### src/sv/assert_macros.svh
// ----------------------------------------------------------------------------
// assert_macros.svh
// concurrent assertion helpers, empty when SYNTH is defined
// ----------------------------------------------------------------------------
`ifndef ASSERT_MACROS_SVH
`define ASSERT_MACROS_SVH

`ifndef SYNTH

// property holds at every clock edge out of reset
`define ASSERT_ALWAYS(label, clk, rst_n, prop) \
	label: assert property (@(posedge clk) disable iff (!rst_n) (prop)) \
		else $error("assertion failed");

// antecedent implies consequent in the same cycle
`define ASSERT_IMPL(label, clk, rst_n, ante, cons) \
	label: assert property (@(posedge clk) disable iff (!rst_n) (ante) |-> (cons)) \
		else $error("assertion failed");

`else

`define ASSERT_ALWAYS(label, clk, rst_n, prop)
`define ASSERT_IMPL(label, clk, rst_n, ante, cons)

`endif

`endif

### src/sv/fasc_pkg.sv
// ----------------------------------------------------------------------------
// fasc_pkg
// constants shared by the fire alarm state controller
// ----------------------------------------------------------------------------
package fasc_pkg;

	localparam int MAX_DIGITS_DEF = 8;

	localparam int TEMP_W  = 10;
	localparam int SMOKE_W = 7;
	localparam int KEY_W   = 8;
	localparam int PW_W    = 32;
	localparam int LEN_W   = 4;
	localparam int NIB_W   = 4;
	localparam int PW_NIBBLES = 8;
	localparam int EV_W    = 3;
	localparam int ADDR_W  = 5;
	localparam int DATA_W  = 32;
	localparam int S_TDATA_W = 32;
	localparam int M_TDATA_W = 16;

	localparam logic [KEY_W-1:0] KEY_ONE  = 8'h31;
	localparam logic [KEY_W-1:0] KEY_EQ   = 8'h3D;
	localparam logic [KEY_W-1:0] KEY_ZERO = 8'h30;
	localparam logic [KEY_W-1:0] KEY_NINE = 8'h39;

	localparam logic [EV_W-1:0] EV_NONE  = 3'd0;
	localparam logic [EV_W-1:0] EV_MODE  = 3'd1;
	localparam logic [EV_W-1:0] EV_DIGIT = 3'd2;
	localparam logic [EV_W-1:0] EV_OK    = 3'd3;
	localparam logic [EV_W-1:0] EV_BAD   = 3'd4;

	localparam logic [2:0] REG_HEAT_ENTER  = 3'd0;
	localparam logic [2:0] REG_FINE_RETURN = 3'd1;
	localparam logic [2:0] REG_SMOKE_FIRE  = 3'd2;
	localparam logic [2:0] REG_PW_DIGITS   = 3'd3;
	localparam logic [2:0] REG_PW_LENGTH   = 3'd4;

	localparam logic [TEMP_W-1:0]  HEAT_ENTER_RST  = 10'd50;
	localparam logic [TEMP_W-1:0]  FINE_RETURN_RST = 10'd45;
	localparam logic [SMOKE_W-1:0] SMOKE_FIRE_RST  = 7'd50;
	localparam logic [PW_W-1:0]    PW_DIGITS_RST   = 32'd0;
	localparam logic [LEN_W-1:0]   PW_LENGTH_RST   = 4'd4;
	localparam logic [LEN_W-1:0]   PW_LEN_MAX      = 4'd8;

endpackage

### src/sv/fire_alarm_state_controller.sv
// ----------------------------------------------------------------------------
// fire_alarm_state_controller
// fine / heat / fire / password mode controller with keypad password entry
// ----------------------------------------------------------------------------
// an accepted input is held in the input register, then moves to the result register once the output is free
// throughput: one item per cycle while m_tready is high, set by the single-pass mode update logic
// reset: mode to fine, digit count to zero, registers to their defaults
// the entered password digits are not cleared by reset
`include "assert_macros.svh"

module fire_alarm_state_controller #(
	parameter int MAX_DIGITS = fasc_pkg::MAX_DIGITS_DEF
) (
	input  logic                             clk,
	input  logic                             arst_n,
	// temperature[9:0], smoke_percent[16:10], key_code[24:17]
	input  logic [fasc_pkg::S_TDATA_W-1:0]   s_tdata,
	input  logic                             s_tvalid,
	output logic                             s_tready,
	// mode[1:0], led_fine[2], led_heat[3], led_fire[4], digits_entered[8:5],
	// event_res[11:9]
	output logic [fasc_pkg::M_TDATA_W-1:0]   m_tdata,
	output logic                             m_tvalid,
	input  logic                             m_tready,
	input  logic                             psel,
	input  logic                             penable,
	input  logic                             pwrite,
	input  logic [fasc_pkg::ADDR_W-1:0]      paddr,
	input  logic [fasc_pkg::DATA_W-1:0]      pwdata,
	output logic [fasc_pkg::DATA_W-1:0]      prdata,
	output logic                             pready
);

	localparam int CW = $clog2(MAX_DIGITS + 1);
	localparam int IW = (MAX_DIGITS > 1) ? $clog2(MAX_DIGITS) : 1;
	localparam int CMPW = (CW > fasc_pkg::LEN_W) ? CW : fasc_pkg::LEN_W;

	typedef enum logic [1:0] {
		MODE_FINE,
		MODE_HEAT,
		MODE_FIRE,
		MODE_PASS
	} mode_t;

	// configuration registers
	logic [fasc_pkg::TEMP_W-1:0]  heat_enter_q;
	logic [fasc_pkg::TEMP_W-1:0]  fine_return_q;
	logic [fasc_pkg::SMOKE_W-1:0] smoke_fire_q;
	logic [fasc_pkg::PW_W-1:0]    pw_digits_q;
	logic [fasc_pkg::LEN_W-1:0]   pw_length_q;

	logic cfg_wr;
	logic [2:0] cfg_idx;

	assign pready  = 1'b1;
	assign cfg_wr  = psel && penable && pwrite && pready;
	assign cfg_idx = paddr[4:2];

	always_ff @(posedge clk or negedge arst_n) begin
		if (!arst_n) begin
			heat_enter_q  <= fasc_pkg::HEAT_ENTER_RST;
			fine_return_q <= fasc_pkg::FINE_RETURN_RST;
			smoke_fire_q  <= fasc_pkg::SMOKE_FIRE_RST;
			pw_digits_q   <= fasc_pkg::PW_DIGITS_RST;
			pw_length_q   <= fasc_pkg::PW_LENGTH_RST;
		end else if (cfg_wr) begin
			unique case (cfg_idx)
				fasc_pkg::REG_HEAT_ENTER:  heat_enter_q  <= pwdata[fasc_pkg::TEMP_W-1:0];
				fasc_pkg::REG_FINE_RETURN: fine_return_q <= pwdata[fasc_pkg::TEMP_W-1:0];
				fasc_pkg::REG_SMOKE_FIRE:  smoke_fire_q  <= pwdata[fasc_pkg::SMOKE_W-1:0];
				fasc_pkg::REG_PW_DIGITS:   pw_digits_q   <= pwdata[fasc_pkg::PW_W-1:0];
				fasc_pkg::REG_PW_LENGTH:   pw_length_q   <= pwdata[fasc_pkg::LEN_W-1:0];
				default: ;
			endcase
		end
	end

	always_comb begin
		unique case (cfg_idx)
			fasc_pkg::REG_HEAT_ENTER:  prdata = fasc_pkg::DATA_W'(heat_enter_q);
			fasc_pkg::REG_FINE_RETURN: prdata = fasc_pkg::DATA_W'(fine_return_q);
			fasc_pkg::REG_SMOKE_FIRE:  prdata = fasc_pkg::DATA_W'(smoke_fire_q);
			fasc_pkg::REG_PW_DIGITS:   prdata = fasc_pkg::DATA_W'(pw_digits_q);
			fasc_pkg::REG_PW_LENGTH:   prdata = fasc_pkg::DATA_W'(pw_length_q);
			default:                   prdata = '0;
		endcase
	end

	// input register
	logic                         valid_s1;
	logic [fasc_pkg::TEMP_W-1:0]  temp_s1;
	logic [fasc_pkg::SMOKE_W-1:0] smoke_s1;
	logic [fasc_pkg::KEY_W-1:0]   key_s1;
	logic                         advance;
	logic                         out_valid_q;

	assign advance  = valid_s1 && (!out_valid_q || m_tready);
	assign s_tready = !valid_s1 || advance;

	always_ff @(posedge clk or negedge arst_n) begin
		if (!arst_n) begin
			valid_s1 <= 1'b0;
		end else if (s_tready) begin
			valid_s1 <= s_tvalid;
		end
	end

	always_ff @(posedge clk) begin
		if (s_tready && s_tvalid) begin
			temp_s1  <= s_tdata[9:0];
			smoke_s1 <= s_tdata[16:10];
			key_s1   <= s_tdata[24:17];
		end
	end

	// state
	mode_t                      mode_q;
	logic [CW-1:0]              count_q;
	logic [fasc_pkg::NIB_W-1:0] digits_q [MAX_DIGITS];

	// password compare, one lane per nibble
	logic [fasc_pkg::PW_NIBBLES-1:0] lane_ok;

	for (genvar i = 0; i < fasc_pkg::PW_NIBBLES; i++) begin : g_lane
		if (i < MAX_DIGITS) begin : g_used
			assign lane_ok[i] = (fasc_pkg::LEN_W'(i) >= pw_length_q) ||
				(digits_q[i] == pw_digits_q[4*i +: 4]);
		end else begin : g_none
			assign lane_ok[i] = 1'b1;
		end
	end

	logic                         pw_match;
	logic                         is_digit;
	logic [fasc_pkg::KEY_W-1:0]   key_off;
	logic [fasc_pkg::NIB_W-1:0]   digit_val;
	logic                         room;
	mode_t                        mode_d;
	logic [CW-1:0]                count_d;
	logic [fasc_pkg::EV_W-1:0]    ev_d;
	logic                         dig_we;
	logic [CW+3:0]                count_ext;

	assign pw_match  = (pw_length_q <= fasc_pkg::PW_LEN_MAX) &&
		(CMPW'(count_q) == CMPW'(pw_length_q)) && (&lane_ok);
	assign is_digit  = (key_s1 >= fasc_pkg::KEY_ZERO) && (key_s1 <= fasc_pkg::KEY_NINE);
	assign key_off   = key_s1 - fasc_pkg::KEY_ZERO;
	assign digit_val = key_off[fasc_pkg::NIB_W-1:0];
	assign room      = count_q < CW'(MAX_DIGITS);

	always_comb begin
		mode_d  = mode_q;
		count_d = count_q;
		ev_d    = fasc_pkg::EV_NONE;
		dig_we  = 1'b0;
		unique case (mode_q)
			MODE_FINE: begin
				if (temp_s1 > heat_enter_q) begin
					mode_d = MODE_HEAT;
					ev_d   = fasc_pkg::EV_MODE;
				end
			end
			MODE_HEAT: begin
				priority if (smoke_s1 > smoke_fire_q) begin
					mode_d = MODE_FIRE;
					ev_d   = fasc_pkg::EV_MODE;
				end else if (smoke_s1 < smoke_fire_q && temp_s1 < fine_return_q) begin
					mode_d = MODE_FINE;
					ev_d   = fasc_pkg::EV_MODE;
				end else begin
				end
			end
			MODE_FIRE: begin
				if (key_s1 == fasc_pkg::KEY_ONE) begin
					mode_d = MODE_PASS;
					ev_d   = fasc_pkg::EV_MODE;
				end
			end
			MODE_PASS: begin
				priority if (is_digit) begin
					if (room) begin
						dig_we  = 1'b1;
						count_d = count_q + CW'(1);
						ev_d    = fasc_pkg::EV_DIGIT;
					end
				end else if (key_s1 == fasc_pkg::KEY_EQ) begin
					count_d = '0;
					if (pw_match) begin
						mode_d = MODE_FINE;
						ev_d   = fasc_pkg::EV_OK;
					end else begin
						ev_d   = fasc_pkg::EV_BAD;
					end
				end else begin
				end
			end
			default: ;
		endcase
	end

	assign count_ext = {4'b0, count_d};

	// result register
	mode_t                      out_mode_q;
	logic [3:0]                 out_count_q;
	logic [fasc_pkg::EV_W-1:0]  out_ev_q;

	always_ff @(posedge clk or negedge arst_n) begin
		if (!arst_n) begin
			mode_q      <= MODE_FINE;
			count_q     <= '0;
			out_valid_q <= 1'b0;
			out_mode_q  <= MODE_FINE;
			out_count_q <= '0;
			out_ev_q    <= fasc_pkg::EV_NONE;
		end else begin
			if (advance) begin
				mode_q      <= mode_d;
				count_q     <= count_d;
				out_mode_q  <= mode_d;
				out_count_q <= count_ext[3:0];
				out_ev_q    <= ev_d;
				out_valid_q <= 1'b1;
			end else if (m_tready) begin
				out_valid_q <= 1'b0;
			end
		end
	end

	always_ff @(posedge clk) begin
		if (advance && dig_we) begin
			digits_q[count_q[IW-1:0]] <= digit_val;
		end
	end

	logic led_fine;
	logic led_heat;
	logic led_fire;

	assign led_fine = (out_mode_q == MODE_FINE);
	assign led_heat = (out_mode_q == MODE_HEAT);
	assign led_fire = (out_mode_q == MODE_FIRE) || (out_mode_q == MODE_PASS);

	assign m_tvalid = out_valid_q;
	assign m_tdata  = {4'b0, out_ev_q, out_count_q, led_fire, led_heat, led_fine, out_mode_q};

	`ASSERT_ALWAYS(a_count_range, clk, arst_n, count_q <= CW'(MAX_DIGITS))
	`ASSERT_IMPL(a_mode_tracks_state, clk, arst_n, out_valid_q, out_mode_q == mode_q)
	`ASSERT_IMPL(a_ok_is_fine, clk, arst_n, out_valid_q && out_ev_q == fasc_pkg::EV_OK, out_mode_q == MODE_FINE)
	`ASSERT_IMPL(a_ready_when_empty, clk, arst_n, !out_valid_q, s_tready)
	`ASSERT_ALWAYS(a_one_lamp, clk, arst_n, $onehot({led_fine, led_heat, led_fire}))

endmodule
### config.mk
export PLATFORM = sky130hd
export DESIGN_NAME = fire_alarm_state_controller
export DESIGN_NICKNAME = d
export VERILOG_FILES = /design/src/sv/fasc_pkg.sv /design/src/sv/fire_alarm_state_controller.sv
export VERILOG_INCLUDE_DIRS = /design/src /design/src/sv
export SDC_FILE = /design/constraint.sdc
export NUM_CORES = 1
export LEC_CHECK = 0
export BUFFER_PORTS_ARGS = -buffer_cell sky130_fd_sc_hd__buf_2
export CORE_UTILIZATION = 40
export CTS_CLUSTER_SIZE = 16
export DETAILED_ROUTE_END_ITERATION = 6
export MAX_ROUTING_LAYER = met4
export PLACE_DENSITY = 0.59
export SLEW_MARGIN = 20
export SYNTH_ARGS = -nofsm -noshare
export SYNTH_HDL_FRONTEND = slang
export SYNTH_SLANG_ARGS = --single-unit
### constraint.sdc
create_clock -name clk -period 6 [get_ports clk]
set_clock_uncertainty 0.15 [all_clocks]
set_input_delay 0.3 -clock clk [delete_from_list [all_inputs] [get_ports clk]]
set_output_delay 0.3 -clock clk [all_outputs]
set_load 0.05 [all_outputs]
==> results.cfg, run 1 <==
[run_status]
status = finished clean

[critical_path]
path_buf_inv = 0
r2r_slack_ns = 3.20
max_stage_delay_ns = 0.59
crit_path_top_delay_cell = nor3b_1
worstRegToRegCells = 5
worstSetupStartpointType = flip-flop
cp.depth = 5
setup.worst_path.start = key_s1[2]
required_ns = 5.90
arrival_ns = 2.70
r2r_start = key_s1[2]
cp_cell_sequence = o21ai_0 > nand2_1 > nor4_4 > nand2b_1 > nor3b_1
criticalPathCategory = flip-flop to flip-flop
crit_path_end_kind = flip-flop
crit_fanout = 11
crit_family = simple AND/OR/NAND/NOR gates

[drt]
drt_iter0_drc = 223
vias_per_cell = 4.98
drc_errors = 0
ant_nets = 0
wl_per_cell_um = 16.2
drtPass1Iterations = 4
routed_wirelength_um = 15000
vias = 4598

[logic_synthesis]
synth.top_cell.area_share = 0.268
async_reset_ff_frac = 0.565
synth_edf_count = 57
synthCells = 533
yosysMostFrequentCell = dfrtp_1
synth.distinct_cells = 55
syn_area_sq_mm = 0.00638
synth_top_cell_by_area = edfxtp_1
synth_flop_cell = dfrtp_1
ys_top_cells_by_area = edfxtp_1 (27%), dfrtp_1 (25%), mux2_2 (6.5%)
seq_area_frac_synth = 0.560
yosys-top-cells-count = dfrtp_1 (63), edfxtp_1 (57), mux2_2 (37), nand2_1 (37), o21ai_0 (36)
syn_area_per_cell_sq_um = 12.0
yosysWarnings = 0
synth-seq-cells = 131

[sta]
fin_tns_setup_ns = 0
layout_min_cycle_time_ns = 2.80
finalMaxSlewViolations = 0
tightest_slew_ns = 1.09
hold_violations = 0
rsz0062_at_grt = no
setup_viol = 0
worst_hold_slack_ns = 0.0141
setup_ws_ns = 3.20
finalCritPeriodShare = 0.466
max-slew-margin-rel = 0.271
fmax_mhz = 357

[cells_and_area]
drive_gt1_frac = 0.300
diodes = 0
stdcell_area_sq_mm = 0.00832
final_cells = 924
syn_to_final_growth_pct = 30.3
final_core_util = 0.541
nets = 803

[power_and_ir_drop]
powerDensity_mw_per_mm2 = 348
leakagePower_nw = 3.63
power.total_mw = 2.89
vdd_drop_max_uv = 252

[floorplan]
die-area_sq_mm = 0.0165
dieWidth_um = 128
num_io_pins = 127
die_y_um = 128
core_sq_mm = 0.0154
rows = 45
start_util = 0.415

[min_path]
hold_class = primary input to flip-flop
hold_depth = 3
min_from = m_tready

[job]
maxCapViolations = 0

[clocking]
clkTransAtPathRegs_ns = 0.06
cts_setup_buffers = 0
cts-buffers-inserted = 17
h-tree-depth = 4
cts.sinks = 131
clk_path_buf_depth = 2
root_buffer = clkbuf_16
cts_tree = yes
clkLatencyLatePin_ns = 0.42

[grt]
antenna_found_initial = 0
grt_use_total = 0.202
grt_start_max_net_pins = 75
overflow = 0
first_global_vias = 4509
grt_pass1_wl_um = 24000

[place]
placed_area_sq_mm = 0.00711
pre_cts_ws_ns = 3.10
place.gp.congestion = 0.863
hpwlAfterDp_um = 10400
portBuffers = 112
dp_cells = 835
==> worst paths after layout <==
| check | to |
|---|---|
| worst min-delay path | m_tvalid |
| worst max-delay path | digits_q[1][2] |
| min in group asynchronous | smoke_fire_q[3] |
| max in group asynchronous | fine_return_q[0] |
| worst min register to register | out_ev_q[2] |
| worst max register to register | digits_q[1][2] |
==> report_power, final <==
part	switching (mW)	total (mW)	internal (mW)
clock	0.385	1.08	0.693
sequential	0.126	1.20	1.07
combinational	0.373	0.622	0.249
==> timing repair <==
action,4_1_cts,5_1_grt
endpoints found under the hold margin,129,0
setup endpoints to repair,0,0
hold buffers,56,0
resized for setup,0,0
==> layout make-up <==
cell class	instances	area [sq um]
clock inverter	14	186
fill	1347	7050
multi-input combinational	345	2560
tap	211	264
timing repair buffer	173	1180
clock buffer	18	429
inverter	32	120
sequential	131	3580
==> kinds of logic after synthesis <==
group / Yosys count / share of synthesized area
and+or+nand+nor: 144 / 0.127
DFF: 131 / 0.560
AOI/OAI and AO/OA: 87 / 0.0821
buffers and inverters: 60 / 0.0415
muxes: 46 / 0.0858
xor gates and xnor gates: 36 / 0.0494
adders and majority gates: 27 / 0.0529
other: 2 / 0.00118
==> worst register-to-register path: cells and delay by family, from the launching register on <==
family	cells	cell delay (ns)
AO/OA/AOI/OAI	1	0.31
flip-flops	1	0.58
AND/OR/NAND/NOR	4	1.40
==> routing by layer <==
metal  global-route usage  share of wire  vias up
met2                0.305           0.46      112
li1                     -              -     2226
met1                0.271           0.49     2239
met5                    -              0        -
met4               0.0768          0.016        0
met3               0.0378          0.035       21
==> cell usage in the layout (no fill, tap or decap), drive strengths merged, types with 5 or more instances in the layout <==
cell type / synthesis / routed
dfstp: 11 / 11
inv: 32 / 33
nor2b: 8 / 8
nand3: 5 / 5
xor2: 24 / 24
dfrtp: 63 / 63
and2: 24 / 24
a22oi: 8 / 8
buf: 16 / 117
nand2b: 7 / 7
a21oi: 21 / 21
conb: 2 / 5
clkinv: 0 / 8
nand4: 8 / 8
xnor2: 12 / 12
clkbuf: 12 / 18
nor2: 21 / 21
ha: 27 / 27
edfxtp: 57 / 57
nor4: 8 / 8
nand2: 38 / 38
mux2: 40 / 40
o21ai: 36 / 36
dlygate4sd3: 0 / 56
nor3: 10 / 10
==> sequential cells by signal, summed over array words and instances (netlist names), 7 cells and up, named ones only <==
signal	count
key_s1	8
smoke_s1	7
fine_return_q	10
pw_digits_q	32
heat_enter_q	10
smoke_fire_q	7
temp_s1	10
digits_q	32
No activity file was read; power rests on OpenSTA's default activity.
==> run 2, diff against run 1 <==
ABC_AREA = 1   (was default)
clock period = 2.8 ns   (was 6 ns; I/O delays follow)
==> run 2 against run 1 <==
  * Clock power up 140%
  * Final cell count grew 26%
  * Cell area is 4.0% higher
  * First-iteration DRC count increased by 26%
  * Worst setup slack got worse by 2.7 ns
  * Power is 120% higher
  * Register-to-register slack worse by 2.7 ns
  * Synthesized cell count increased by 41%
  * Worst hold slack improved by 0.13 ns
  * Combinational power is 120% higher
  * Utilization is 0.16 points higher
  * Synthesized area rose by 2.7%
  * Critical path type unchanged
==> results.cfg, run 2 <==
[drt]
drt_iter0_drc = 282
ant_nets = 0
vias = 5300
routed_wirelength_um = 15400
wl_per_cell_um = 13.2
drc_errors = 0
drtPass1Iterations = 4
vias_per_cell = 4.57

[logic_synthesis]
synth.top_cell.area_share = 0.261
ys_top_cells_by_area = edfxtp_1 (26%), dfrtp_1 (24%), nand2_1 (11%)
synth_flop_cell = dfrtp_1
synth.distinct_cells = 37
async_reset_ff_frac = 0.565
synth_edf_count = 57
synthCells = 754
yosysWarnings = 0
syn_area_sq_mm = 0.00656
yosys-top-cells-count = nand2_1 (198), inv_1 (101), nor2_1 (91), dfrtp_1 (63), edfxtp_1 (57)
synth_top_cell_by_area = edfxtp_1
yosysMostFrequentCell = nand2_1
synth-seq-cells = 131
syn_area_per_cell_sq_um = 8.70
seq_area_frac_synth = 0.546

[critical_path]
worstRegToRegCells = 13
worstSetupStartpointType = flip-flop
crit_fanout = 4
criticalPathCategory = flip-flop to flip-flop
r2r_slack_ns = 0.51
arrival_ns = 2.45
crit_path_end_kind = flip-flop
required_ns = 2.96
r2r_start = heat_enter_q[5]

[clocking]
clk_path_buf_depth = 2
cts.sinks = 131
root_buffer = clkbuf_16
clkLatencyLatePin_ns = 0.42
clkTransAtPathRegs_ns = 0.06
cts_tree = yes
cts-buffers-inserted = 17
h-tree-depth = 4

[grt]
first_global_vias = 5035
grt_use_total = 0.202
antenna_found_initial = 0
grt_start_max_net_pins = 75
overflow = 0
grt_pass1_wl_um = 24600

[place]
pre_cts_ws_ns = 0.526
portBuffers = 112
place.gp.congestion = 0.808
hpwlAfterDp_um = 10500

[cells_and_area]
regArea_sq_mm = 0.00358
layout_common_cells = nand2_1 (197), buf_2 (112), inv_1 (101)
syn_to_final_growth_pct = 32.0
diodes = 0
multi_input_area_sq_mm = 0.00238
nets = 1035
final_common_cell = nand2_1
drive_gt1_frac = 0.203
fill_cells = 1476

[power_and_ir_drop]
power.total_mw = 6.44
p_clk_frac = 0.409
vdd_drop_max_uv = 671
p_int_mw = 4.53
switching_share = 0.296
powerDensity_mw_per_mm2 = 744
p_seq_frac = 0.382
power_frac_comb = 0.209
leakagePower_nw = 4.22
p_sw_mw = 1.91

[sta]
setup_ws_ns = 0.506
setup_viol = 0
fin_tns_setup_ns = 0
layout_min_cycle_time_ns = 2.29
rsz0062_at_grt = no
hold_violations = 0
finalCritPeriodShare = 0.819
max-slew-margin-rel = 0.531
tightest_slew_ns = 0.702
finalMaxSlewViolations = 0
fmax_mhz = 436

[job]
maxCapViolations = 0

[floorplan]
rows = 46
die-area_sq_mm = 0.0169
num_io_pins = 127
core_sq_mm = 0.0159
dieWidth_um = 130
start_util = 0.411
die_y_um = 130

[run_status]
status = finished clean

[min_path]
hold_class = primary input to async pin
[run 2: final cells by class]
class | instances | area share
well taps | 216 | 0.0312
clock buffers | 18 | 0.0520
clock inverters | 14 | 0.0293
repair buffers | 183 | 0.146
inverters | 122 | 0.0529
flip-flops and latches | 131 | 0.413
multi-input cells | 477 | 0.276
[run 2: worst max-delay path by stage]
| stage | start | to | slack (ns) |
|---|---|---|---|
| after global routing | heat_enter_q[5] | flip-flop | 0.24 |
| final | heat_enter_q[5] | flip-flop | 0.51 |
| after CTS | heat_enter_q[5] | flip-flop | 0.50 |
| after detailed placement | key_s1[7] | digits_q[1][0] | 0.53 |
| after floorplan | m_tvalid | key_s1[0] | 0.52 |
| after global placement | key_s1[7] | digits_q[1][0] | 0.57 |
[run 2: layer usage]
metal	part of all wire	wire length, um	global-route usage	vias up
li1	-	-	-	2751
met4	0.013	197	0.0595	0
met1	0.47	7220	0.250	2420
met3	0.037	574	0.0484	16
met2	0.48	7370	0.326	113
met5	0	0	-	-
[run 2: power by group through the flow]
stage	combinational [mW]	sequential [mW]	clock, mW
after floorplan	0.922	2.53	0
after global placement	1.27	2.49	0
after detailed placement	1.28	2.49	0
after CTS	1.36	2.46	2.68
after global routing	1.52	2.49	2.76
final	1.34	2.46	2.63
[run 2: timing repair]
| item | CTS | global route |
|---|---|---|
| hold endpoints to repair | 164 | 0 |
| hold buffers | 62 | 0 |
| resized for setup | 0 | 0 |
| setup buffers | 0 | 0 |
[run 2: kinds of logic after synthesis]
logic type | count (synthesis) | share of synthesized area
other cells | 2 | 0.00115
compound gates | 105 | 0.0889
fa+ha+maj | 27 | 0.0515
simple gates | 328 | 0.204
flops | 131 | 0.546
xor+xnor | 12 | 0.0160
buf+inv | 149 | 0.0929
[run 2: through the flow]
stage | instance area (sq um) | util | instances | hold WS [ns]
5_1_grt | 8660 | 0.543 | 1161 | 0.173
6_report | 8660 | 0.543 | 1161 | 0.142
4_1_cts | 8660 | 0.543 | 1161 | 0.132
2_1_floorplan | 6570 | - | 757 | -0.306
3_3_place_gp | 7330 | 0.460 | 1067 | 0.0732
3_5_place_dp | 7330 | 0.460 | 1067 | 0.0659
[run 2: critical path, cell delays in order, from the launching register on]
cell and delay [ns]:
dfstp_2 0.52, inv_1 0.05, ha_1 0.29, nand2_1 0.08, nor2_1 0.19, o211ai_1 0.12
nand3_1 0.09, nand2_1 0.09, nand2_1 0.07, nand2_1 0.04, nor2_1 0.26, nand3_2 0.11
nand2_1 0.06, nand2_1 0.05
==> run 3, diff against run 2 <==
PLACE_DENSITY = 0.61   (was 0.59)
clock period = 1.8 ns   (was 2.8 ns; I/O delays follow)
==> run 3 against run 2 <==
  * The run now ends with setup timing left
  * Die area unchanged
  * Fmax up 17%
  * Combinational power rose by 100%
  * Non-clock buffer count rose by 63
  * Flip-flop and latch count is the same
  * Final cell count grew 5.4%
  * First-iteration DRC count is 16% higher
  * Sequential power rose by 54%
  * Utilization grew 5.8 points
  * Critical path type unchanged
  * Largest cell class unchanged
==> results.cfg, run 3 (synthesized netlist as in run 2, its figures left out) <==
[drt]
vias = 5581
highest_layer = met4
dr_wl_met3_um = 615
drt_iter0_drc = 327
routed_wirelength_um = 17000
ant_nets = 0
drtPass1Iterations = 4
drc_errors = 0
wl_met1_um = 7540
wl_per_cell_um = 13.9
wl_met2_um = 8670
vias_per_cell = 4.56

[grt]
grt_start_max_net_pins = 75
overflow = 0
grt_use_total = 0.215
first_global_vias = 5353
antenna_found_initial = 0
grt_pass1_wl_um = 26000

[critical_path]
arrival_ns = 2.13
criticalPathCategory = flip-flop to flip-flop
crit_path_end_kind = flip-flop
path_buf_inv = 1
crit_family = simple AND/OR/NAND/NOR gates
worstSetupStartpointType = flip-flop
crit_path_top_delay_cell = dfstp_2
required_ns = 1.96
crit_fanout = 4
cp_cell_sequence = inv_2 > ha_4 > nand2_2 > a21oi_1 > nor2_1 > nand3_1 > nor2_1 > nor3_2 > nor2_4 > nand3_2 > nand2_1 > nand2_1
max_stage_delay_ns = 0.53

[clocking]
cts_tree = yes
cts-buffers-inserted = 17
clkTransAtPathRegs_ns = 0.06
clkLatencyLatePin_ns = 0.42
h-tree-depth = 4
cts.sinks = 131
root_buffer = clkbuf_16
clk_path_buf_depth = 2

[floorplan]
rows = 46
core_sq_mm = 0.0159
num_io_pins = 127
dieWidth_um = 130
die-area_sq_mm = 0.0169
die_y_um = 130
start_util = 0.411

[sta]
layout_min_cycle_time_ns = 1.97
hold_violations = 0
fmax_mhz = 508
finalMaxSlewViolations = 0
setup_viol = 35
setup_ws_ns = -0.169
finalCritPeriodShare = 1.09
rsz0062_at_grt = yes
worst_hold_slack_ns = 0.0229

[cells_and_area]
syn_to_final_growth_pct = 46.0
layout_common_cells = nand2_1 (189), buf_2 (106), inv_1 (92)
diodes = 0
final_common_cell = nand2_1
drive_gt1_frac = 0.316
nets = 1098

[place]
place.gp.congestion = 0.857
pre_cts_ws_ns = -0.244
portBuffers = 112
hpwlAfterDp_um = 11200

[power_and_ir_drop]
power.total_mw = 10.4
leakagePower_nw = 4.61
vdd_drop_max_uv = 775
powerDensity_mw_per_mm2 = 1090

[run_status]
violations = setup timing
status = finished, violations left

[min_path]
hold_class = primary input to flip-flop

[job]
maxCapViolations = 0
## run 3: cell count changes in the layout (fill, tap and decap cells not counted), sizes merged
| cell | change |
|---|---|
| clkbuf | +2 |
| dlygate4sd3 | -1 |
| bufinv | -1 |
| buf | +64 |
| clkinvlp | -1 |
| inv | -1 |
| clkinv | +1 |
## run 3: power breakdown
| part | internal [mW] | switching (mW) |
|---|---|---|
| logic | 1.07 | 1.65 |
| registers | 3.53 | 0.245 |
| clock network | 2.65 | 1.26 |
| total | 7.25 | 3.15 |
## run 3: repair_timing
action,4_1_cts,5_1_grt
hold buffers,61,0
hold endpoints to repair,168,0
setup buffers,8,10
endpoints found under the setup margin,43,46
resized for setup,48,28
pin swaps,23,32
## run 3: final cells by class
class	instances	area [sq um]
Fill cell	1349	6370
Timing Repair Buffer	246	1810
Multi-Input combinational cell	477	2790
Clock buffer	20	457
Tap cell	216	270
Inverter	122	462
Sequential cell	131	3580
Clock inverter	12	208
## run 3: routing by layer
layer	global-route usage	up-vias
met4	0.0602	0
met2	0.372	145
met5	-	-
met1	0.252	2541
li1	-	2882
met3	0.0467	13
## run 3: path summary, 6_finish.rpt
kind,from,to,slack [ns],cells past startpoint
max,smoke_fire_q[5],flip-flop,-0.17,12
min,paddr[4],pw_length_q[2],0.02,3
max reg2reg,smoke_fire_q[5],flip-flop,-0.17,12
min reg2reg,heat_enter_q[6],heat_enter_q[6],0.34,2
max in group asynchronous,arst_n,smoke_fire_q[1],1.04,3
min in group asynchronous,arst_n,pw_digits_q[26],0.10,3
## run 3: per-stage QoR
stage	utilization	instance area, sq um	instances	setup TNS (ns)
global route	0.601	9580	1224	-6.81
finish	0.601	9580	1224	-2.96
global placement	0.491	7820	1115	-4.97
detailed placement	0.491	7820	1115	-5.75
CTS	0.588	9380	1215	-1.53
floorplan	-	6680	757	-5.07
## run 3: worst min-delay path, delay by kind of cell
family                 cells  cell delay (ns)
buffers and inverters      1             0.15
AND/OR/NAND/NOR            1             0.23
AO/OA/AOI/OAI              1             0.11
